<file path="src/rtl/ppt_pkg.sv">
// ----------------------------------------------------------------------------
// ppt_pkg
// Shared types and constants of the pedal plausibility and torque map block.
// ----------------------------------------------------------------------------
package ppt_pkg;

    localparam int TIME_W     = 32;
    localparam int ADC_W      = 10;
    localparam int GAIN_W     = 16;
    localparam int PERIOD_W   = 16;
    localparam int LIMIT_W    = 10;
    localparam int MAXT_W     = 15;
    localparam int TORQUE_W   = 16;
    localparam int CFG_DATA_W = 16;
    localparam int CFG_IDX_W  = 3;

    // serial divider operand widths
    localparam int DIV_NUM_W = ADC_W + MAXT_W;
    localparam int DIV_DEN_W = ADC_W;

    // register indexes
    localparam logic [CFG_IDX_W-1:0] REG_SAMPLE_PERIOD = 3'd0;
    localparam logic [CFG_IDX_W-1:0] REG_CH2_GAIN      = 3'd1;
    localparam logic [CFG_IDX_W-1:0] REG_MISMATCH      = 3'd2;
    localparam logic [CFG_IDX_W-1:0] REG_LOWER_FAULT   = 3'd3;
    localparam logic [CFG_IDX_W-1:0] REG_ZERO_TORQUE   = 3'd4;
    localparam logic [CFG_IDX_W-1:0] REG_FULL_TORQUE   = 3'd5;
    localparam logic [CFG_IDX_W-1:0] REG_UPPER_FAULT   = 3'd6;
    localparam logic [CFG_IDX_W-1:0] REG_MAX_TORQUE    = 3'd7;

    typedef struct packed {
        logic [TIME_W-1:0] now_ms;
        logic [ADC_W-1:0]  adc_1;
        logic [ADC_W-1:0]  adc_2;
    } in_t;

    typedef struct packed {
        logic                       sampled;
        logic [ADC_W-1:0]           filtered_1;
        logic [ADC_W-1:0]           filtered_2;
        logic                       mismatch;
        logic                       persistent_fault;
        logic                       range_fault;
        logic signed [TORQUE_W-1:0] torque;
    } out_t;

    typedef struct packed {
        logic [PERIOD_W-1:0] sample_period_ms;
        logic [GAIN_W-1:0]   ch2_gain_q8;
        logic [LIMIT_W-1:0]  mismatch_limit;
        logic [LIMIT_W-1:0]  lower_fault_limit;
        logic [LIMIT_W-1:0]  zero_torque_limit;
        logic [LIMIT_W-1:0]  full_torque_limit;
        logic [LIMIT_W-1:0]  upper_fault_limit;
        logic [MAXT_W-1:0]   max_torque;
    } cfg_t;

    typedef struct packed {
        logic [ADC_W-1:0] s1;
        logic [ADC_W-1:0] s2;
    } ring_word_t;

endpackage

</file>
<file path="src/rtl/ppt_cfg_regs.sv">
// ----------------------------------------------------------------------------
// ppt_cfg_regs
// Configuration register file, write-only, decoded by register index.
// ----------------------------------------------------------------------------
module ppt_cfg_regs (
    input  logic                             aclk,
    input  logic                             aresetn,
    input  logic                             cfg_we,
    input  logic [ppt_pkg::CFG_IDX_W-1:0]    cfg_index,
    input  logic [ppt_pkg::CFG_DATA_W-1:0]   cfg_data,
    output ppt_pkg::cfg_t                    cfg
);
    import ppt_pkg::*;

    cfg_t cfg_reg;

    always_ff @(posedge aclk) begin
        if (!aresetn) begin
            cfg_reg.sample_period_ms  <= PERIOD_W'(1);
            cfg_reg.ch2_gain_q8       <= GAIN_W'(256);
            cfg_reg.mismatch_limit    <= LIMIT_W'(102);
            cfg_reg.lower_fault_limit <= LIMIT_W'(0);
            cfg_reg.zero_torque_limit <= LIMIT_W'(0);
            cfg_reg.full_torque_limit <= LIMIT_W'(1023);
            cfg_reg.upper_fault_limit <= LIMIT_W'(1023);
            cfg_reg.max_torque        <= MAXT_W'(32767);
        end else if (cfg_we) begin
            case (cfg_index)
                REG_SAMPLE_PERIOD: cfg_reg.sample_period_ms  <= cfg_data[PERIOD_W-1:0];
                REG_CH2_GAIN:      cfg_reg.ch2_gain_q8       <= cfg_data[GAIN_W-1:0];
                REG_MISMATCH:      cfg_reg.mismatch_limit    <= cfg_data[LIMIT_W-1:0];
                REG_LOWER_FAULT:   cfg_reg.lower_fault_limit <= cfg_data[LIMIT_W-1:0];
                REG_ZERO_TORQUE:   cfg_reg.zero_torque_limit <= cfg_data[LIMIT_W-1:0];
                REG_FULL_TORQUE:   cfg_reg.full_torque_limit <= cfg_data[LIMIT_W-1:0];
                REG_UPPER_FAULT:   cfg_reg.upper_fault_limit <= cfg_data[LIMIT_W-1:0];
                REG_MAX_TORQUE:    cfg_reg.max_torque        <= cfg_data[MAXT_W-1:0];
                default: begin
                end
            endcase
        end
    end

    assign cfg = cfg_reg;

endmodule

</file>
<file path="src/rtl/ppt_ring_mem.sv">
// ----------------------------------------------------------------------------
// ppt_ring_mem
// Averaging ring storage for both channels: one write port, one registered
// read port, per-entry valid bits so unwritten entries read as zero.
// ----------------------------------------------------------------------------
module ppt_ring_mem #(
    parameter int  DEPTH = 16,
    localparam int AW    = $clog2(DEPTH)
) (
    input  logic                aclk,
    input  logic                aresetn,
    input  logic [AW-1:0]       rd_addr,
    output ppt_pkg::ring_word_t rd_data,
    input  logic                wr_en,
    input  logic [AW-1:0]       wr_addr,
    input  ppt_pkg::ring_word_t wr_data
);
    import ppt_pkg::*;

    ring_word_t mem [DEPTH];
    logic       valid_reg [DEPTH];
    ring_word_t rd_data_reg;
    logic       rd_valid_reg;

    always_ff @(posedge aclk) begin
        if (wr_en) begin
            mem[wr_addr] <= wr_data;
        end
        rd_data_reg <= mem[rd_addr];
    end

    always_ff @(posedge aclk) begin
        if (!aresetn) begin
            for (int i = 0; i < DEPTH; i++) begin
                valid_reg[i] <= 1'b0;
            end
            rd_valid_reg <= 1'b0;
        end else begin
            if (wr_en) begin
                valid_reg[wr_addr] <= 1'b1;
            end
            rd_valid_reg <= valid_reg[rd_addr];
        end
    end

    assign rd_data = rd_valid_reg ? rd_data_reg : '0;

endmodule

</file>
<file path="src/rtl/ppt_div.sv">
// ----------------------------------------------------------------------------
// ppt_div
// Restoring serial divider, one quotient bit per cycle. Scales the torque
// over the linear pedal band.
// ----------------------------------------------------------------------------
module ppt_div (
    input  logic                           aclk,
    input  logic                           aresetn,
    input  logic                           start,
    input  logic [ppt_pkg::DIV_NUM_W-1:0]  dividend,
    input  logic [ppt_pkg::DIV_DEN_W-1:0]  divisor,
    output logic                           done,
    output logic [ppt_pkg::DIV_NUM_W-1:0]  quotient
);
    import ppt_pkg::*;

    localparam int CNT_W = $clog2(DIV_NUM_W);

    logic                 busy_reg;
    logic                 done_reg;
    logic [CNT_W-1:0]     cnt_reg;
    logic [DIV_NUM_W-1:0] quo_reg;
    logic [DIV_DEN_W-1:0] rem_reg;
    logic [DIV_DEN_W-1:0] den_reg;
    logic [DIV_DEN_W:0]   trial;
    logic                 fits;

    assign trial = {rem_reg, quo_reg[DIV_NUM_W-1]};
    assign fits  = trial >= {1'b0, den_reg};

    always_ff @(posedge aclk) begin
        if (!aresetn) begin
            busy_reg <= 1'b0;
            done_reg <= 1'b0;
            cnt_reg  <= '0;
        end else begin
            done_reg <= 1'b0;
            if (start) begin
                busy_reg <= 1'b1;
                cnt_reg  <= CNT_W'(DIV_NUM_W - 1);
            end else if (busy_reg) begin
                cnt_reg <= cnt_reg - 1'b1;
                if (cnt_reg == '0) begin
                    busy_reg <= 1'b0;
                    done_reg <= 1'b1;
                end
            end
        end
    end

    always_ff @(posedge aclk) begin
        if (start) begin
            quo_reg <= dividend;
            rem_reg <= '0;
            den_reg <= divisor;
        end else if (busy_reg) begin
            quo_reg <= {quo_reg[DIV_NUM_W-2:0], fits};
            rem_reg <= fits ? DIV_DEN_W'(trial - {1'b0, den_reg}) : trial[DIV_DEN_W-1:0];
        end
    end

    assign done     = done_reg;
    assign quotient = quo_reg;

endmodule

</file>
<file path="src/rtl/pedal_plausibility_torque_map.sv">
// ----------------------------------------------------------------------------
// pedal_plausibility_torque_map
// Dual pedal sensor averaging, plausibility fault timing and torque map.
//
//   channel  direction  ports                     content
//   s_       in         s_valid s_ready s_data    timestamp, two ADC samples
//   m_       out        m_valid m_ready m_data    averages, flags, torque
//   cfg_     in         cfg_we cfg_index cfg_data register writes
//
// One item at a time: check, update, multiply, fault, map and done states,
// plus an averaging state on a sampled item for the reciprocal-multiply
// averages, and start and wait states when the pedal lies in the linear band,
// where the serial divider (25 steps) scales the torque.
// Reset clears the ring valid bits at once; no clearing pass.
// A result waits in the output register; the next item is taken meanwhile,
// and only finishing it stalls on a full output register.
// ----------------------------------------------------------------------------
module pedal_plausibility_torque_map #(
    parameter int AVG_DEPTH      = 16,
    parameter int FAULT_HOLD_MS  = 100,
    parameter int IDLE_TORQUE    = 0,
    parameter int FLIP_DIRECTION = 0
) (
    input  logic                            aclk,
    input  logic                            aresetn,
    input  logic                            s_valid,
    output logic                            s_ready,
    input  ppt_pkg::in_t                    s_data,
    output logic                            m_valid,
    input  logic                            m_ready,
    output ppt_pkg::out_t                   m_data,
    input  logic                            cfg_we,
    input  logic [ppt_pkg::CFG_IDX_W-1:0]   cfg_index,
    input  logic [ppt_pkg::CFG_DATA_W-1:0]  cfg_data
);
    import ppt_pkg::*;

    localparam int AW         = $clog2(AVG_DEPTH);
    localparam int SUM_W      = ADC_W + AW;
    localparam int SUM_MAX    = ((1 << ADC_W) - 1) * AVG_DEPTH;
    localparam int GPROD_W    = ADC_W + GAIN_W;
    // rounded average (2*sum + depth) / (2*depth) as an exact reciprocal multiply
    localparam int AVG_NUM_W  = SUM_W + 1;
    localparam int AVG_DIV    = 2 * AVG_DEPTH;
    localparam int AVG_SHIFT  = AVG_NUM_W + $clog2(AVG_DIV);
    localparam int RECIP_W    = AVG_NUM_W + 1;
    localparam int AVG_PROD_W = AVG_NUM_W + RECIP_W;
    localparam logic [RECIP_W-1:0] AVG_RECIP =
        RECIP_W'(((64'd1 << AVG_SHIFT) + 64'(AVG_DIV) - 64'd1) / 64'(AVG_DIV));

    typedef enum logic [3:0] {
        S_IDLE,
        S_CHECK,
        S_UPDATE,
        S_AVG,
        S_MULT,
        S_FAULT,
        S_MAP,
        S_TQ_GO,
        S_TQ_WAIT,
        S_DONE
    } state_t;

    state_t                state_reg;
    cfg_t                  cfg;
    in_t                   in_reg;
    logic                  sampled_reg;
    logic [SUM_W-1:0]      sum1_reg;
    logic [SUM_W-1:0]      sum2_reg;
    logic [AW-1:0]         ptr_reg;
    logic [TIME_W-1:0]     last_reg;
    logic                  fault_active_reg;
    logic [TIME_W-1:0]     fault_start_reg;
    logic [ADC_W-1:0]      pedal_reg;
    logic [ADC_W-1:0]      f1_reg;
    logic [ADC_W-1:0]      f2_reg;
    logic                  mis_reg;
    logic                  persist_reg;
    logic                  range_reg;
    logic [MAXT_W-1:0]     tq_mag_reg;
    logic                  out_valid_reg;
    out_t                  out_reg;
    logic [GPROD_W-1:0]    gain_prod_reg;
    logic [DIV_NUM_W-1:0]  tq_prod_reg;

    ring_word_t            rd_word;
    ring_word_t            wr_word;
    logic                  mem_we;
    logic                  due;
    logic [SUM_W-1:0]      sum1_next;
    logic [SUM_W-1:0]      sum2_next;
    logic [AW-1:0]         ptr_next;
    logic [AVG_NUM_W-1:0]  avg1_num;
    logic [AVG_NUM_W-1:0]  avg2_num;
    logic [AVG_PROD_W-1:0] avg1_prod;
    logic [AVG_PROD_W-1:0] avg2_prod;
    logic                  div_start;
    logic                  div_done;
    logic [DIV_NUM_W-1:0]  div_num;
    logic [DIV_DEN_W-1:0]  div_den;
    logic [DIV_NUM_W-1:0]  div_quo;
    logic [GPROD_W-1:0]    f1_scaled;
    logic [GPROD_W-1:0]    diff_abs;
    logic                  mis_now;
    logic                  persist_now;
    logic [ADC_W-1:0]      lin_offset;
    logic signed [TORQUE_W-1:0] tq_pos;
    logic signed [TORQUE_W-1:0] tq_out;

    ppt_cfg_regs u_cfg (
        .aclk      (aclk),
        .aresetn   (aresetn),
        .cfg_we    (cfg_we),
        .cfg_index (cfg_index),
        .cfg_data  (cfg_data),
        .cfg       (cfg)
    );

    ppt_ring_mem #(
        .DEPTH (AVG_DEPTH)
    ) u_ring (
        .aclk    (aclk),
        .aresetn (aresetn),
        .rd_addr (ptr_reg),
        .rd_data (rd_word),
        .wr_en   (mem_we),
        .wr_addr (ptr_reg),
        .wr_data (wr_word)
    );

    ppt_div u_div (
        .aclk     (aclk),
        .aresetn  (aresetn),
        .start    (div_start),
        .dividend (div_num),
        .divisor  (div_den),
        .done     (div_done),
        .quotient (div_quo)
    );

    assign due       = (in_reg.now_ms - last_reg) > TIME_W'(cfg.sample_period_ms);
    assign sum1_next = sum1_reg - SUM_W'(rd_word.s1) + SUM_W'(in_reg.adc_1);
    assign sum2_next = sum2_reg - SUM_W'(rd_word.s2) + SUM_W'(in_reg.adc_2);
    assign ptr_next  = (ptr_reg == AW'(AVG_DEPTH - 1)) ? '0 : ptr_reg + 1'b1;
    assign mem_we    = (state_reg == S_UPDATE) && sampled_reg;
    assign wr_word   = '{s1: in_reg.adc_1, s2: in_reg.adc_2};

    assign avg1_num  = {sum1_reg, 1'b0} + AVG_NUM_W'(AVG_DEPTH);
    assign avg2_num  = {sum2_reg, 1'b0} + AVG_NUM_W'(AVG_DEPTH);
    assign avg1_prod = AVG_PROD_W'(avg1_num) * AVG_PROD_W'(AVG_RECIP);
    assign avg2_prod = AVG_PROD_W'(avg2_num) * AVG_PROD_W'(AVG_RECIP);

    assign div_start = (state_reg == S_TQ_GO);
    assign div_num   = tq_prod_reg;
    assign div_den   = cfg.full_torque_limit - cfg.zero_torque_limit;

    // |f1*256 - f2*gain| > limit*256
    assign f1_scaled = GPROD_W'({f1_reg, 8'h00});
    assign diff_abs  = (f1_scaled > gain_prod_reg) ? f1_scaled - gain_prod_reg
                                                   : gain_prod_reg - f1_scaled;
    assign mis_now   = diff_abs > GPROD_W'({cfg.mismatch_limit, 8'h00});

    assign persist_now = fault_active_reg &&
                         ((in_reg.now_ms - fault_start_reg) > TIME_W'(FAULT_HOLD_MS));

    assign lin_offset = pedal_reg - cfg.zero_torque_limit;

    assign tq_pos = $signed({1'b0, tq_mag_reg});
    assign tq_out = (FLIP_DIRECTION != 0) ? -tq_pos : tq_pos;

    always_ff @(posedge aclk) begin
        if ((state_reg == S_IDLE) && s_valid) begin
            in_reg <= s_data;
        end
        if (state_reg == S_MULT) begin
            gain_prod_reg <= GPROD_W'(f2_reg) * GPROD_W'(cfg.ch2_gain_q8);
        end
        if (state_reg == S_MAP) begin
            tq_prod_reg <= DIV_NUM_W'(lin_offset) * DIV_NUM_W'(cfg.max_torque);
        end
    end

    always_ff @(posedge aclk) begin
        if (!aresetn) begin
            state_reg        <= S_IDLE;
            sampled_reg      <= 1'b0;
            sum1_reg         <= '0;
            sum2_reg         <= '0;
            ptr_reg          <= '0;
            last_reg         <= '0;
            fault_active_reg <= 1'b0;
            fault_start_reg  <= '0;
            pedal_reg        <= '0;
            f1_reg           <= '0;
            f2_reg           <= '0;
            mis_reg          <= 1'b0;
            persist_reg      <= 1'b0;
            range_reg        <= 1'b0;
            tq_mag_reg       <= '0;
            out_valid_reg    <= 1'b0;
            out_reg          <= '0;
        end else begin
            if (out_valid_reg && m_ready) begin
                out_valid_reg <= 1'b0;
            end
            case (state_reg)
                S_IDLE: begin
                    if (s_valid) begin
                        state_reg <= S_CHECK;
                    end
                end
                S_CHECK: begin
                    sampled_reg <= due;
                    state_reg   <= S_UPDATE;
                end
                S_UPDATE: begin
                    if (sampled_reg) begin
                        sum1_reg  <= sum1_next;
                        sum2_reg  <= sum2_next;
                        ptr_reg   <= ptr_next;
                        last_reg  <= in_reg.now_ms;
                        state_reg <= S_AVG;
                    end else begin
                        state_reg <= S_MULT;
                    end
                end
                S_AVG: begin
                    f1_reg    <= avg1_prod[AVG_SHIFT +: ADC_W];
                    f2_reg    <= avg2_prod[AVG_SHIFT +: ADC_W];
                    state_reg <= S_MULT;
                end
                S_MULT: state_reg <= S_FAULT;
                S_FAULT: begin
                    mis_reg <= mis_now;
                    if (sampled_reg) begin
                        pedal_reg <= f1_reg;
                        if (mis_now) begin
                            if (!fault_active_reg) begin
                                fault_active_reg <= 1'b1;
                                fault_start_reg  <= in_reg.now_ms;
                            end
                        end else begin
                            fault_active_reg <= 1'b0;
                        end
                    end
                    state_reg <= S_MAP;
                end
                S_MAP: begin
                    persist_reg <= persist_now;
                    range_reg   <= 1'b0;
                    state_reg   <= S_DONE;
                    if (pedal_reg < cfg.lower_fault_limit) begin
                        range_reg  <= 1'b1;
                        tq_mag_reg <= '0;
                    end else if (pedal_reg < cfg.zero_torque_limit) begin
                        tq_mag_reg <= MAXT_W'(IDLE_TORQUE);
                    end else if (pedal_reg < cfg.full_torque_limit) begin
                        state_reg <= S_TQ_GO;
                    end else if (pedal_reg < cfg.upper_fault_limit) begin
                        tq_mag_reg <= cfg.max_torque;
                    end else begin
                        range_reg  <= 1'b1;
                        tq_mag_reg <= '0;
                    end
                end
                S_TQ_GO: state_reg <= S_TQ_WAIT;
                S_TQ_WAIT: begin
                    if (div_done) begin
                        tq_mag_reg <= div_quo[MAXT_W-1:0];
                        state_reg  <= S_DONE;
                    end
                end
                S_DONE: begin
                    if (!out_valid_reg || m_ready) begin
                        out_valid_reg            <= 1'b1;
                        out_reg.sampled          <= sampled_reg;
                        out_reg.filtered_1       <= f1_reg;
                        out_reg.filtered_2       <= f2_reg;
                        out_reg.mismatch         <= mis_reg;
                        out_reg.persistent_fault <= persist_reg;
                        out_reg.range_fault      <= range_reg;
                        out_reg.torque           <= tq_out;
                        state_reg                <= S_IDLE;
                    end
                end
                default: state_reg <= S_IDLE;
            endcase
        end
    end

    assign s_ready = (state_reg == S_IDLE);
    assign m_valid = out_valid_reg;
    assign m_data  = out_reg;

    a_sum_bound: assert property (@(posedge aclk) disable iff (!aresetn)
        (sum1_reg <= SUM_W'(SUM_MAX)) && (sum2_reg <= SUM_W'(SUM_MAX)))
        else $error("ring sum out of range");

    a_ptr_bound: assert property (@(posedge aclk) disable iff (!aresetn)
        ptr_reg <= AW'(AVG_DEPTH - 1))
        else $error("ring pointer beyond depth");

    a_div_done_wait: assert property (@(posedge aclk) disable iff (!aresetn)
        div_done |-> (state_reg == S_TQ_WAIT))
        else $error("divider finished outside a wait state");

    a_one_item: assert property (@(posedge aclk) disable iff (!aresetn)
        (s_valid && s_ready) |=> !s_ready)
        else $error("second transfer taken while busy");

    a_persist_needs_fault: assert property (@(posedge aclk) disable iff (!aresetn)
        (state_reg == S_DONE && !fault_active_reg) |-> !persist_reg)
        else $error("persistent fault without active fault");

endmodule

</file>
<file path="config.mk">
export PLATFORM = sky130hd
export DESIGN_NAME = pedal_plausibility_torque_map
export DESIGN_NICKNAME = d
export VERILOG_FILES = /design/src/rtl/ppt_pkg.sv /design/src/rtl/ppt_cfg_regs.sv /design/src/rtl/ppt_ring_mem.sv /design/src/rtl/ppt_div.sv /design/src/rtl/pedal_plausibility_torque_map.sv
export SDC_FILE = /design/constraint.sdc
export NUM_CORES = 2
export LEC_CHECK = 0
export BUFFER_PORTS_ARGS = -buffer_cell sky130_fd_sc_hd__buf_2
export CORE_MARGIN = 5
export CORE_UTILIZATION = 40
export CTS_CLUSTER_DIAMETER = 30
export DETAILED_ROUTE_END_ITERATION = 7
export PLACE_DENSITY_LB_ADDON = 0.1
export SLEW_MARGIN = 40
export SYNTH_ARGS = -nofsm -noshare
export SYNTH_HDL_FRONTEND = slang
export SYNTH_SLANG_ARGS = --single-unit
</file>
<file path="constraint.sdc">
create_clock -name aclk -period 8 [get_ports aclk]
set_input_delay 1.2 -clock aclk [delete_from_list [all_inputs] [get_ports aclk]]
set_output_delay 1.2 -clock aclk [all_outputs]
set_load 0.02 [all_outputs]
</file>
==> results_dict.tcl <==
set metrics [dict create \
    max_freq_mhz 130 \
    layout-drive-gt1-share_pct 13.9 \
    hold_viol 0 \
    grt-ovfl-total 0 \
    ff2ff_path_depth 29 \
    htreeDepth 4 \
    ioPinCount 118 \
    yosysSeqAreaShare_pct 43.3 \
    cts.sinks 799 \
    place_area_mm2 0.0500 \
    postRouteAntennaNets 0 \
    path_common_cell "fa_1" \
    reg2reg_slack_ns 0.33 \
    die_x_um 355 \
    worst_slack_ns 0.334 \
    die_h_um 355 \
    tightestPinTransition_ns 0.915 \
    setup_viol 0 \
    clockRootBuffer "clkbuf_16" \
    pwr-share-comb_pct 18.6 \
    timing.final.max_slew_violations 0 \
    nets 5444 \
    worstHoldPathCells 2 \
    syn_inst 4626 \
    insertion_delay_ns 0.80 \
    worstReg2RegEnd "div_num[24]" \
    rows 126 \
    drt_pre_antenna_iters 7 \
    p_clk_share_pct 52.2 \
    hold_end "m_data[20]" \
    placed_cells_incl_taps 6142 \
    avgSynthCellArea_um2 10.3 \
    grt_pass1_vias 34100 \
    fin_crit_ns 7.67 \
    synth_area_leaders "edfxtp_1, dfxtp_1, fa_1" \
    rsz0062_at_grt "true" \
    run_status "finished, final reports clean" \
    ys_warn_count 0 \
    post-place-ws_ns 0.0381 \
    hold_path_startpoint "m_data[20]" \
    drc_errors 0 \
    internal_power_mw 11.6 \
    synth_edf_count 458 \
    post-route-util_pct 48.4 \
    vias 33500 \
    instances_no_fill 6511 \
    ys_seq_elements 799 \
    cp_max_fo 4 \
    slowest_delay_ns 0.60 \
    via_per_inst 5.15 \
    reg2reg_from "u_cfg.cfg[36]" \
    grt_pass1_wl_um 199000 \
    maxCapViolations 0 \
    post_drt_wl_per_cell_um 19.6 \
    cpMaxStageDelayCell "fa_1" \
    swShare_pct 27.5 \
    synth_cell_type_count 83 \
    fin_area_mm2 0.0572 \
    fillCellCount 10900 \
    tritoncts "done" \
    synth_top_area_share_pct 28.9 \
    clockBufferDepth 3 \
    p_sw_mw 4.39 \
    gp_congestion 0.824 \
    required_ns 8.52 \
    routed_wl_um 127000 \
    io_buffer_count 116 \
    syn_area_mm2 0.0476 \
    cp-start-kind "flop" \
    pwr-share-seq_pct 29.2 \
    arrival_ns 8.19 \
    post-route-period-util_pct 95.8 \
    timing_worst_setup_path_type "reg -> reg" \
    end_kind "flop" \
    setup_tns_ns 0 \
    initial_core_util_pct 40.3 \
    area_growth_pct 20.2 \
    antenna_found_initial 3 \
    dpl.hpwl_um 88300 \
    min_path_type "reg -> reg" \
    grt_start_max_net_pins 92 \
    power_leakage_nw 23.1 \
    relSlewSlack_pct 38.8 \
    track_usage_pct 20.2 \
    skew_ns 0.0418 \
    core_mm2 0.118 \
    synthArstFlopShare_pct 0 \
    largest_reg_flops 320 \
    drtIter0Drc 1939 \
    pwr_density_cell_mw_per_mm2 279 \
    cts_buffers 194 \
    cts.clk_slew.worst_paths_ns 0.04 \
    synthFlopType "edfxtp_1" \
    yosys.area.top_type "edfxtp_1" \
    die_area_mm2 0.126 \
    syn-num-nets 5265 \
    ir_drop_mv 0.218 \
]
-- per-layer routing --
metal | part of all wire [%] | routed length (um) | GRT usage [%] | vias to the layer above
met1 | 46 | 58600 | 27.7 | 16500
li1 | - | - | - | 16200
met2 | 47 | 59600 | 33.2 | 676
met4 | 1.9 | 2380 | 5.01 | 2
met3 | 5.2 | 6680 | 4.11 | 165
met5 | 0.010 | 13 | 0 | -
-- layout make-up --
cell class	instances	area (um2)	area share, %
clock buffer	243	5270	9.22
tap	1536	1920	3.36
multi-input combinational	3087	24400	42.6
sequential	799	20600	36.0
clock inverter	122	1810	3.16
timing repair buffer	192	1220	2.13
inverter	531	2000	3.50
antenna	1	2.50	0.00437
-- worst max-delay path, delay by kind of cell (launching register included) --
family | cells | cell delay, ns
fa+ha+maj | 7 | 3.21
xor+xnor | 2 | 0.26
flops | 1 | 0.32
compound gates | 13 | 2.48
simple gates | 5 | 1.00
buf+inv | 2 | 0.13
-- cells by family (layout without fill, tap and decap cells) --
group | after synthesis | after routing | share of synthesized area, %
flip-flops | 799 | 799 | 43.3
AO/OA/AOI/OAI | 738 | 738 | 9.59
other | 1 | 2 | 0.00788
buffers and inverters | 740 | 1088 | 5.90
adder cells (fa/ha/maj) | 563 | 563 | 18.6
AND/OR/NAND/NOR | 1501 | 1501 | 14.3
XOR/XNOR | 147 | 147 | 2.71
multiplexers | 137 | 137 | 5.66
-- stage by stage --
| stage | hold WS, ns | power, mW |
|---|---|---|
| floorplan | 0.429 | 6.96 |
| global placement | 0.439 | 7.68 |
| detailed placement | 0.444 | 7.67 |
| CTS | 0.446 | 16.1 |
| global route | 0.464 | 16.9 |
| finish | 0.448 | 16.0 |
-- Yosys cell counts, types with 9 or more instances --
library cell	number
dfxtp_1	341
and2_1	168
edfxtp_1	458
nor3_1	57
a21o_1	58
and3_1	12
nand3_1	91
o211ai_1	33
a31oi_1	16
o21a_1	27
nor4_1	20
ha_1	325
o21ai_0	141
mux2i_1	25
nand2_1	768
a21oi_1	305
clkbuf_2	10
xnor2_1	102
nand2b_1	36
o21bai_1	21
a21boi_0	12
fa_1	238
clkbuf_1	184
or3_1	22
a211oi_1	36
inv_1	530
mux4_2	105
nor3b_1	10
xor2_1	45
nand4_1	40
nor2_1	212
nor2b_1	46
buf_1	9
-- power by group through the flow --
stage               Clock, mW  Sequential [mW]  Combinational [mW]
floorplan                   0             4.67                2.29
global placement            0             4.75                2.93
detailed placement          0             4.74                2.93
CTS                      8.50             4.67                2.97
global route             8.75             4.68                3.46
finish                   8.34             4.67                2.97
-- what timing repair did --
| item | in CTS | in global routing |
|---|---|---|
| gates resized for setup | 0 | 11 |
| hold buffers | 0 | 0 |
| setup endpoints to repair | 0 | 4 |
| setup buffers | 0 | 2 |
-- worst max-delay path by stage --
stage | from | end | slack (ns) | cells after the start
floorplan | u_cfg.cfg[36] | div_num[24] | 0.33 | 30
global placement | u_cfg.cfg[36] | div_num[24] | 0.12 | 29
detailed placement | u_cfg.cfg[36] | div_num[24] | 0.04 | 29
CTS | u_cfg.cfg[36] | div_num[24] | 0.01 | 29
global route | u_cfg.cfg[36] | div_num[24] | -0.05 | 29
finish | u_cfg.cfg[36] | div_num[24] | 0.33 | 29
-- placed cells by master (no fill, tap or decap), types with 21 or more instances in the layout --
master and n:
nand2_1 767, inv_1 529, edfxtp_1 458, dfxtp_1 336, ha_1 324, a21oi_1 303, fa_1 238, clkbuf_16 198
nor2_1 197, and2_1 167, o21ai_0 136, buf_2 115, mux4_2 105, xnor2_1 101, nand3_1 90, buf_4 68
a21o_1 58, nor3_1 49, nor2b_1 45, xor2_1 44, nand4_1 40, a211oi_1 36, nand2b_1 35, o211ai_1 33
bufinv_16 33, clkbuf_1 30, o21a_1 27, mux2i_1 25, or3_1 21, o21bai_1 21, clkinv_2 21
Note: power is estimated with default switching activity, not from simulation.
